[config.mk]
export PLATFORM = sky130hd
export DESIGN_NAME = vcdv_div_cell
export DESIGN_NICKNAME = d
export VERILOG_FILES = /design/src/design/vcdv_pkg.sv /design/src/design/vcdv_div_cell.sv
export SDC_FILE = /design/constraint.sdc
export NUM_CORES = 1
export LEC_CHECK = 0
export ABC_CLOCK_PERIOD_IN_PS = 31800
export BUFFER_PORTS_ARGS = -buffer_cell sky130_fd_sc_hd__buf_4
export CORE_AREA = 2 2 356 358
export DETAILED_ROUTE_END_ITERATION = 8
export DIE_AREA = 0 0 358 360
export HOLD_SLACK_MARGIN = 0.03
export SLEW_MARGIN = 0
export SYNTH_ARGS = -nofsm -noshare
export SYNTH_HDL_FRONTEND = slang
export SYNTH_SLANG_ARGS = --single-unit
[constraint.sdc]
create_clock -name clk -period 31.8 [get_ports clk]
set_input_delay 6.36 -clock clk [delete_from_list [all_inputs] [get_ports clk]]
set_output_delay 6.36 -clock clk [all_outputs]
set_load 0.05 [all_outputs]
[src/design/vcdv_pkg.sv]
// ----------------------------------------------------------------------------
// vcdv_pkg
// Shared constants and types for the vertex transform and divide pipeline.
// ----------------------------------------------------------------------------
package vcdv_pkg;

    localparam int FRAC_BITS_DEF = 16;
    localparam int NUM_REGS      = 8;
    localparam int NUM_ROWS      = 4;
    localparam int NUM_LANES     = 3;
    localparam int Q_BITS        = 32;
    localparam int W_BITS        = 64;

    typedef enum logic [1:0] {
        STATUS_OK   = 2'd0,
        STATUS_CLIP = 2'd1,
        STATUS_SAT  = 2'd2
    } status_t;

    // Per-word side information that rides along the divider chain.
    typedef struct packed {
        logic                 clip;
        logic [NUM_LANES-1:0] neg;
        logic [NUM_LANES-1:0] ovf;
    } vcdv_flags_t;

endpackage

[src/design/vcdv_div_cell.sv]
// ----------------------------------------------------------------------------
// vcdv_div_cell
// One restoring-division step for three lanes sharing a divisor.
// ----------------------------------------------------------------------------
module vcdv_div_cell (
    input  logic                                             clk,
    input  logic                                             rst_n,
    input  logic                                             up_valid,
    output logic                                             up_ready,
    input  logic [vcdv_pkg::W_BITS-1:0]                      w_in,
    input  logic [vcdv_pkg::NUM_LANES-1:0][vcdv_pkg::W_BITS-1:0] rem_in,
    input  logic [vcdv_pkg::NUM_LANES-1:0][vcdv_pkg::Q_BITS-1:0] low_in,
    input  logic [vcdv_pkg::NUM_LANES-1:0][vcdv_pkg::Q_BITS-1:0] quo_in,
    input  vcdv_pkg::vcdv_flags_t                            flags_in,
    output logic                                             dn_valid,
    input  logic                                             dn_ready,
    output logic [vcdv_pkg::W_BITS-1:0]                      w_out,
    output logic [vcdv_pkg::NUM_LANES-1:0][vcdv_pkg::W_BITS-1:0] rem_out,
    output logic [vcdv_pkg::NUM_LANES-1:0][vcdv_pkg::Q_BITS-1:0] low_out,
    output logic [vcdv_pkg::NUM_LANES-1:0][vcdv_pkg::Q_BITS-1:0] quo_out,
    output vcdv_pkg::vcdv_flags_t                            flags_out
);
    import vcdv_pkg::*;

    logic                                  valid_reg;
    logic [W_BITS-1:0]                     w_reg;
    logic [NUM_LANES-1:0][W_BITS-1:0]      rem_reg;
    logic [NUM_LANES-1:0][W_BITS-1:0]      rem_next;
    logic [NUM_LANES-1:0][Q_BITS-1:0]      low_reg;
    logic [NUM_LANES-1:0][Q_BITS-1:0]      low_next;
    logic [NUM_LANES-1:0][Q_BITS-1:0]      quo_reg;
    logic [NUM_LANES-1:0][Q_BITS-1:0]      quo_next;
    vcdv_flags_t                           flags_reg;
    logic [W_BITS:0]                       trial [NUM_LANES];
    logic [W_BITS:0]                       diff [NUM_LANES];
    logic                                  load;

    assign up_ready = !valid_reg || dn_ready;
    assign load     = up_valid && up_ready;

    // Bring down the next dividend bit and subtract the divisor when it fits.
    always_comb
    begin
        for (int l = 0; l < NUM_LANES; l++)
        begin
            trial[l] = {rem_in[l], low_in[l][Q_BITS-1]};
            diff[l]  = trial[l] - {1'b0, w_in};
            if (trial[l] >= {1'b0, w_in})
            begin
                rem_next[l] = diff[l][W_BITS-1:0];
                quo_next[l] = {quo_in[l][Q_BITS-2:0], 1'b1};
            end
            else
            begin
                rem_next[l] = trial[l][W_BITS-1:0];
                quo_next[l] = {quo_in[l][Q_BITS-2:0], 1'b0};
            end
            low_next[l] = {low_in[l][Q_BITS-2:0], 1'b0};
        end
    end

    always_ff @(posedge clk or negedge rst_n)
    begin
        if (!rst_n)
        begin
            valid_reg <= 1'b0;
        end
        else if (up_ready)
        begin
            valid_reg <= up_valid;
        end
    end

    always_ff @(posedge clk)
    begin
        if (load)
        begin
            w_reg     <= w_in;
            rem_reg   <= rem_next;
            low_reg   <= low_next;
            quo_reg   <= quo_next;
            flags_reg <= flags_in;
        end
    end

    assign dn_valid  = valid_reg;
    assign w_out     = w_reg;
    assign rem_out   = rem_reg;
    assign low_out   = low_reg;
    assign quo_out   = quo_reg;
    assign flags_out = flags_reg;

endmodule

==> load_flow_metrics.sql, run 1 <==
INSERT INTO impl_metrics (metric_group, metric, value, unit) VALUES
('status', 'run_status', 'completed', ''),
('global_route', 'remaining_overflow_grt', '0', ''),
('setup_path', 'critical_path.most_common_cell', 'buf_4', ''),
('sta', 'fin_crit_sh', '41.6', '%'),
('die', 'chipWidth', '358', 'um'),
('routing', 'topmost_layer_with_routed_signal_wires', 'met5', ''),
('sta', 'timing.final.hold_violations', '0', ''),
('routing', 'wire_per_inst', '25.8', 'um'),
('setup_path', 'slowest_cell_on_the_critical_path', 'buf_4', ''),
('setup_path', 'endpoint_kind', 'primary output', ''),
('layout', 'multi_input_area', '0.0129', 'mm^2'),
('hold_path', 'min_to', 'dn_valid', ''),
('routing', 'drcViolationCount', '0', ''),
('layout', 'most_common_cell_after_layout_fill_and_taps_aside', 'buf_4', ''),
('logic_synthesis', 'average_size_of_a_mapped_cell', '10.3', 'um^2'),
('routing', 'post_drt_via_cell_ratio', '4.78', ''),
('setup_path', 'arrival', '6870', 'ps'),
('setup_path', 'r2r-start', 'dn_valid', ''),
('global_route', 'wire_length_of_the_first_global_routing_pass', '184000', 'um'),
('logic_synthesis', 'ys_async_sr_fraction', '0.221', '%'),
('sta', 'fin_worst_skew', '13.9', 'ps'),
('clock_tree', 'cts_resized', '0', ''),
('setup_path', 'worst-r2r-setup-slack', '27650', 'ps'),
('setup_path', 'critical_path_cell_list', 'buf_4 > nand2b_1 > buf_4', ''),
('routing', 'met1_routed_length', '51000', 'um'),
('placement', 'gp_congestion', '0.930', ''),
('die', 'num_rows', '130', ''),
('clock_tree', 'worst_setup_hold_path_clk_slew', '60', 'ps'),
('global_route', 'grt.total_usage', '20.1', '%'),
('sta', 'final_max_slew_viol_count', '0', ''),
('logic_synthesis', 'synth_seq_area_share', '49.4', '%'),
('layout', 'final_util', '30.3', '%'),
('layout', 'sequential_cell_area', '0.0136', 'mm^2'),
('sta', 'max_freq', '0.0756', 'GHz'),
('layout', 'drive_gt1_share', '29.9', '%'),
('clock_tree', 'post_cts_buffers', '0', ''),
('flow_run', 'max_cap_violations', '0', ''),
('die', 'design.die.area', '0.129', 'mm^2'),
('routing', 'initialDrtViolationCount', '1693', ''),
('setup_path', 'worst_path_dominant_cell_family', 'buffers and inverters', ''),
('global_route', 'number_of_global_route_vias_before_repair', '24581', ''),
('setup_path', 'type_of_origin_of_the_critical_path', 'input pin', ''),
('placement', 'pre_cts_ws', '18560', 'ps'),
('routing', 'drt-total-wl', '135000', 'um'),
('routing', 'number_of_nets_still_failing_antenna_checks_after_routing', '0', ''),
('placement', 'detailed_place_hpwl', '113000', 'um'),
('layout', 'layout.filler_cells', '13094', ''),
('sta', 'worst_pin_slew', '988', 'ps'),
('setup_path', 'critPathMaxStageDelay', '210', 'ps'),
('die', 'starting_density', '22.0', '%'),
('sta', 'setup_total_negative_slack', '0', 'ps'),
('hold_path', 'timing.hold.worst.start', 'dn_valid', ''),
('routing', 'detailroute.wirelength.met3', '11000', 'um'),
('hold_path', 'hold-path-cell-count', '2', ''),
('die', 'dieHeight', '360', 'um'),
('routing', 'first_pass_iters', '6', ''),
('clock_tree', 'cts_tree', 'yes', ''),
('pwr', 'power_density', '54.4', 'mW/mm^2'),
('placement', 'buffer_ports.inserted', '909', ''),
('routing', 'met2WireLength', '69600', 'um'),
('hold_path', 'timing.hold.worst.class', 'reg2reg', ''),
('layout', 'synthToLayoutAreaGrowth', '37.4', '%'),
('logic_synthesis', 'netlist_instances', '2671', ''),
('die', 'design.portCount', '916', ''),
('pwr', 'cellLeakagePower', '15.7', 'nW'),
('logic_synthesis', 'synth_enable_flop_cells', '452', ''),
('clock_tree', 'clk_root_buffer_cell', 'clkbuf_16', ''),
('setup_path', 'worst-path-buf-inv', '2', ''),
('setup_path', 'setup.worst_path.class', 'in2out', ''),
('layout', 'finalNonFillerCells', '5234', ''),
('clock_tree', 'clock_sinks', '453', '');
## stage by stage
step / hold slack, ps / total power (W) / instance area, um^2
2_1_floorplan: 1180 / 0.00118 / 27500
3_3_place_gp: 535 / 0.00141 / 36000
3_5_place_dp: 579 / 0.00141 / 36000
4_1_cts: 593 / 0.00208 / 37800
5_1_grt: 628 / 0.00214 / 37800
6_report: 585 / 0.00206 / 37800
## routing by layer
| layer | vias up | global-route usage, % |
|---|---|---|
| li1 | 11707 | - |
| met1 | 12131 | 22.3 |
| met2 | 973 | 36.8 |
| met3 | 187 | 5.74 |
| met4 | 36 | 5.37 |
| met5 | - | 0 |
## synthesized netlist by cell type (39+ instances only)
library cell	instances	share of area [%]
a21o_1	88	2.4
ha_1	192	8.7
xor2_1	82	2.6
inv_1	127	1.7
edfxtp_1	452	49
nand2_1	252	3.4
nand4_1	70	1.6
clkbuf_1	77	1.1
xnor2_1	92	2.9
a21oi_1	311	5.7
o21bai_1	39	1.1
o21ai_0	198	3.6
nor2_1	210	2.9
## worst max-delay path by stage
stage | slack (ps) | start | end | cells past startpoint
floorplan | 13850 | dn_ready | flags_out[0] | 2
global placement | 18580 | dn_ready | up_ready | 3
detailed placement | 18560 | dn_ready | up_ready | 3
CTS | 18560 | dn_ready | up_ready | 3
global route | 18540 | dn_ready | up_ready | 3
finish | 18570 | dn_ready | up_ready | 3
## layout make-up
class                   instances  share of cell area (%)
clock buffers                  67                    3.81
flip-flops and latches        453                    36.0
diodes                          5                  0.0331
multi-input cells            1972                    34.1
repair buffers                923                    18.3
well taps                    1650                    5.46
clock inverters                36                    1.04
inverters                     128                    1.27
## worst register-to-register path: stages, from the launching register on
cell and delay [ps]:
dfrtp_1 390, nand2b_1 130, and2_4 710, buf_4 830, buf_4 920, buf_4 760
## kinds of logic (layout without fill, tap and decap cells)
group | Yosys count | after routing | share of synthesized area [%]
muxes | 19 | 19 | 0.773
DFF | 453 | 453 | 49.4
and+or+nand+nor | 736 | 736 | 12.4
AOI/OAI and AO/OA | 845 | 845 | 19.1
other | 1 | 8 | 0.0136
xor gates and xnor gates | 174 | 174 | 5.54
buffers and inverters | 248 | 1154 | 3.81
adders and majority gates | 195 | 195 | 8.95
## registers in the layout, indices dropped and copies added, names as in the netlist
register	flops
low_out	93
quo_out	96
rem_out	192
w_out	64
flags_out	7
dn_valid	1
## report_power, final
part / switching, W / internal [W] / total, W
logic: 0.000446 / 0.000213 / 0.000659
clock network: 0.000288 / 0.000369 / 0.000656
registers: 0.0000162 / 0.000724 / 0.000740
(Power assumes the default switching activity.)
==> inputs of run 2 (changes only) <==
--- a/config.mk
+++ b/config.mk
@@ -5,11 +5,12 @@
 export SDC_FILE = /design/constraint.sdc
 export NUM_CORES = 1
 export LEC_CHECK = 0
-export ABC_CLOCK_PERIOD_IN_PS = 31800
+export ABC_AREA = 1
+export ABC_CLOCK_PERIOD_IN_PS = 11370
 export BUFFER_PORTS_ARGS = -buffer_cell sky130_fd_sc_hd__buf_4
-export CORE_AREA = 2 2 356 358
+export CORE_AREA = 2 2 355 357
 export DETAILED_ROUTE_END_ITERATION = 8
-export DIE_AREA = 0 0 358 360
+export DIE_AREA = 0 0 357 359
 export HOLD_SLACK_MARGIN = 0.03
 export SLEW_MARGIN = 0
 export SYNTH_ARGS = -nofsm -noshare
==> constraint.sdc (replaced) <==
create_clock -name clk -period 11.37 [get_ports clk]
set_input_delay 2.274 -clock clk [delete_from_list [all_inputs] [get_ports clk]]
set_output_delay 2.274 -clock clk [all_outputs]
set_load 0.05 [all_outputs]
==> run 2 against run 1 <==
Net effect:
- die area shrank 0.56%
- highest routed layer unchanged
- critical path depth grew 14
- clock power grew to 2.9 times the previous value
- final cell count grew 47%
- critical path type is now in2reg
- largest cell class is now multi-input combinational cells
- non-clock buffer count shrank 6
- power grew to 3.0 times the previous value
- routed wire length grew 32%
- first-iteration DRC count grew 80%
- synthesized cell count grew 90%
- core utilization grew 6.0 points
- synthesized area grew 26%
==> load_flow_metrics.sql, run 2 <==
INSERT INTO impl_metrics (metric_group, metric, value, unit) VALUES
('routing', 'post_drt_via_cell_ratio', '4.60', ''),
('status', 'run_status', 'completed', ''),
('pwr', 'worst_ir_drop_vdd', '0.181', 'mV'),
('hold_path', 'timing.hold.worst.class', 'reg2reg', ''),
('clock_tree', 'post_cts_buffers', '0', ''),
('setup_path', 'endpoint_kind', 'flip-flop', ''),
('routing', 'initialDrtViolationCount', '3042', ''),
('clock_tree', 'cts-root-to-sink-buffers', '3', ''),
('clock_tree', 'cts-hold-fix-buffers', '0', ''),
('layout', 'fin_nets', '6655', ''),
('die', 'design.die.area', '0.128', 'mm^2'),
('routing', 'vias', '35401', ''),
('global_route', 'number_of_global_route_vias_before_repair', '33863', ''),
('setup_path', 'type_of_origin_of_the_critical_path', 'input pin', ''),
('die', 'design.portCount', '916', ''),
('routing', 'number_of_nets_still_failing_antenna_checks_after_routing', '0', ''),
('logic_synthesis', 'library_cell_with_the_highest_instance_count_after_synthesis', 'nand2_1', ''),
('logic_synthesis', 'synth_enable_flop_cells', '452', ''),
('die', 'chipWidth', '357', 'um'),
('sta', 'relSlewSlack', '29.9', '%'),
('hold_path', 'timing.hold.worst.start', 'dn_valid', ''),
('pwr', 'netSwitchingPower', '0.00235', 'W'),
('sta', 'postLayoutSetupSlackWorst', '5630', 'ps'),
('pwr', 'combinationalPowerShare', '34.9', '%'),
('logic_synthesis', 'synth_top_area_cell', 'edfxtp_1', ''),
('logic_synthesis', 'netlist_instances', '5079', ''),
('pwr', 'pwr-share-seq', '34.0', '%'),
('flow_run', 'max_cap_violations', '0', ''),
('placement', 'detailed_place_hpwl', '152000', 'um'),
('layout', 'final_util', '36.2', '%'),
('clock_tree', 'cts_htree_levels', '2', ''),
('routing', 'wire_per_inst', '23.2', 'um'),
('clock_tree', 'clk_root_buffer_cell', 'clkbuf_16', ''),
('global_route', 'remaining_overflow_grt', '0', ''),
('logic_synthesis', 'dominantRegCellSynth', 'edfxtp_1', ''),
('layout', 'layout.filler_cells', '13580', ''),
('logic_synthesis', 'synth_seq_area_share', '39.3', '%'),
('logic_synthesis', 'netlist_area', '0.0346', 'mm^2'),
('setup_path', 'r2r-start', 'dn_valid', ''),
('layout', 'most_common_cell_after_layout_fill_and_taps_aside', 'nand2_1', ''),
('sta', 'timing.final.hold_violations', '0', ''),
('clock_tree', 'clock_sinks', '453', ''),
('global_route', 'antenna_found_initial', '32', ''),
('clock_tree', 'cts_buffers', '55', ''),
('layout', 'synthToLayoutAreaGrowth', '30.6', '%'),
('pwr', 'clockPowerShare', '31.1', '%'),
('die', 'starting_density', '27.8', '%'),
('die', 'num_rows', '130', ''),
('layout', 'final_cell_mix', '2187 x nand2_1, 1045 x inv_1, 915 x buf_4', ''),
('clock_tree', 'worst_skew_pair.late_latency', '680', 'ps'),
('clock_tree', 'worst_setup_hold_path_clk_slew', '60', 'ps'),
('setup_path', 'setup.worst_path.class', 'in2reg', ''),
('layout', 'drive_gt1_share', '18.2', '%'),
('logic_synthesis', 'ys_async_sr_fraction', '0.221', '%'),
('setup_path', 'worst_setup_path_startpoint', 'w_in[24]', ''),
('clock_tree', 'cts_resized', '0', ''),
('logic_synthesis', 'seq_cells_post_synth', '453', ''),
('placement', 'buffer_ports.inserted', '909', ''),
('pwr', 'intPower', '0.00373', 'W'),
('logic_synthesis', 'synthesis.yosys.warnings', '0', ''),
('setup_path', 'arrival', '6110', 'ps'),
('routing', 'first_pass_iters', '7', ''),
('logic_synthesis', 'synth_cell_types', '42', ''),
('placement', 'gp_congestion', '0.979', ''),
('pwr', 'switching_share', '38.7', '%'),
('die', 'dieHeight', '359', 'um'),
('sta', 'max_freq', '0.174', 'GHz'),
('global_route', 'wire_length_of_the_first_global_routing_pass', '244000', 'um'),
('routing', 'drt-total-wl', '179000', 'um'),
('logic_synthesis', 'ranking_of_synthesized_cells_by_instance_count', '2187 x nand2_1, 1045 x inv_1, 452 x edfxtp_1, 354 x nand3_1, 310 x nor2_1', ''),
('logic_synthesis', 'netlist.area_leader.share', '39.3', '%'),
('sta', 'post-route-min-period', '5740', 'ps'),
('sta', 'final_max_slew_viol_count', '0', ''),
('layout', 'largest_reg_flops', '192', ''),
('setup_path', 'critPathRequiredTime', '11740', 'ps'),
('die', 'core_region_area', '0.125', 'mm^2'),
('sta', 'finalSetupViolCount', '0', ''),
('pwr', 'cellLeakagePower', '24.4', 'nW'),
('logic_synthesis', 'synth.area.top_cells', 'edfxtp_1 39%, nand2_1 24%, inv_1 11%', ''),
('pwr', 'power_density', '135', 'mW/mm^2'),
('placement', 'pre_cts_ws', '4810', 'ps'),
('clock_tree', 'cts_tree', 'yes', ''),
('global_route', 'grt_max_degree', '169', ''),
('sta', 'worst_pin_slew', '1050', 'ps'),
('sta', 'rsz0062_at_grt', 'no', ''),
('global_route', 'grt.total_usage', '26.8', '%'),
('routing', 'drcViolationCount', '0', ''),
('setup_path', 'critical_path_peak_fanout', '67', ''),
('sta', 'fin_crit_sh', '50.5', '%'),
('logic_synthesis', 'average_size_of_a_mapped_cell', '6.81', 'um^2'),
('sta', 'fin_worst_skew', '34.4', 'ps'),
('sta', 'setup_total_negative_slack', '0', 'ps');
run 2: cell count changes after synthesis, moves of 33 or more:
cell / delta
a21o_1: -85
a21oi_1: -181
clkbuf_1: -60
inv_1: +918
nand2_1: +1935
nand3_1: +317
nand3b_1: +41
nand4_1: -43
nor2_1: +100
o21ai_0: -182
o21bai_1: -33
xnor2_1: -88
run 2: power by group through the flow:
stage / Clock (W) / Sequential [W] / Combinational, W
after floorplan: 0 / 0.00254 / 0.000864
after global placement: 0 / 0.00210 / 0.00211
after detailed placement: 0 / 0.00210 / 0.00211
after CTS: 0.00194 / 0.00207 / 0.00212
after global routing: 0.00200 / 0.00208 / 0.00228
final: 0.00189 / 0.00207 / 0.00212
run 2: final cells by class:
cell class | instances | area, um^2 | area share, %
Multi-Input combinational cell | 3496 | 16600 | 36.8
Sequential cell | 453 | 13600 | 30.1
Timing Repair Buffer | 917 | 6910 | 15.3
Inverter | 1078 | 4050 | 8.96
Tap cell | 1650 | 2060 | 4.57
Clock buffer | 62 | 1420 | 3.15
Clock inverter | 41 | 483 | 1.07
Antenna cell | 6 | 15.0 | 0.0333
run 2: routing by layer:
layer  wire length [um]  vias up  GRT usage [%]
met3              13400      242           5.66
met2              89500     1404           48.5
li1                   -    17461              -
met1              67000    16274           30.2
met5                138        -              0
met4               8500       20           11.0
run 2: worst paths after layout:
check	end	slack (ps)	cells past startpoint
worst min-delay path	dn_valid	600	2
worst max register to register	rem_out[62]	8730	3
worst min register to register	dn_valid	600	2
worst max-delay path	rem_out[109]	5630	17
max in group asynchronous	dn_valid	9910	1
min in group asynchronous	dn_valid	1380	1
run 2: through the flow:
step	power [W]	hold slack (ps)	instances	instance area [um^2]
after floorplan	0.00341	1170	5081	34600
after global placement	0.00421	571	7594	43200
after detailed placement	0.00421	593	7594	43200
final	0.00608	599	7703	45100
after CTS	0.00613	607	7697	45100
after global routing	0.00635	649	7700	45100
run 2: cell families after synthesis:
kind of cell	Yosys count	share of synthesized area, %
AO/OA/AOI/OAI	159	2.39
XOR/XNOR	93	2.36
adder cells (fa/ha/maj)	195	7.12
buffers and inverters	1132	12.7
flip-flops	453	39.3
other	1	0.0108
AND/OR/NAND/NOR	3046	36.1
run 2: critical path: stages:
cell and delay (ps):
buf_4 110, inv_1 520, ha_1 400, nand2_1 170, inv_1 60, nand2_1 60, nand2_1 80, inv_1 60
nand2_1 90, nand2_1 70, nand2_1 70, inv_1 80, nand2_2 80, nand2_4 560, nand2_4 710, nand3_1 470
nand2_1 190
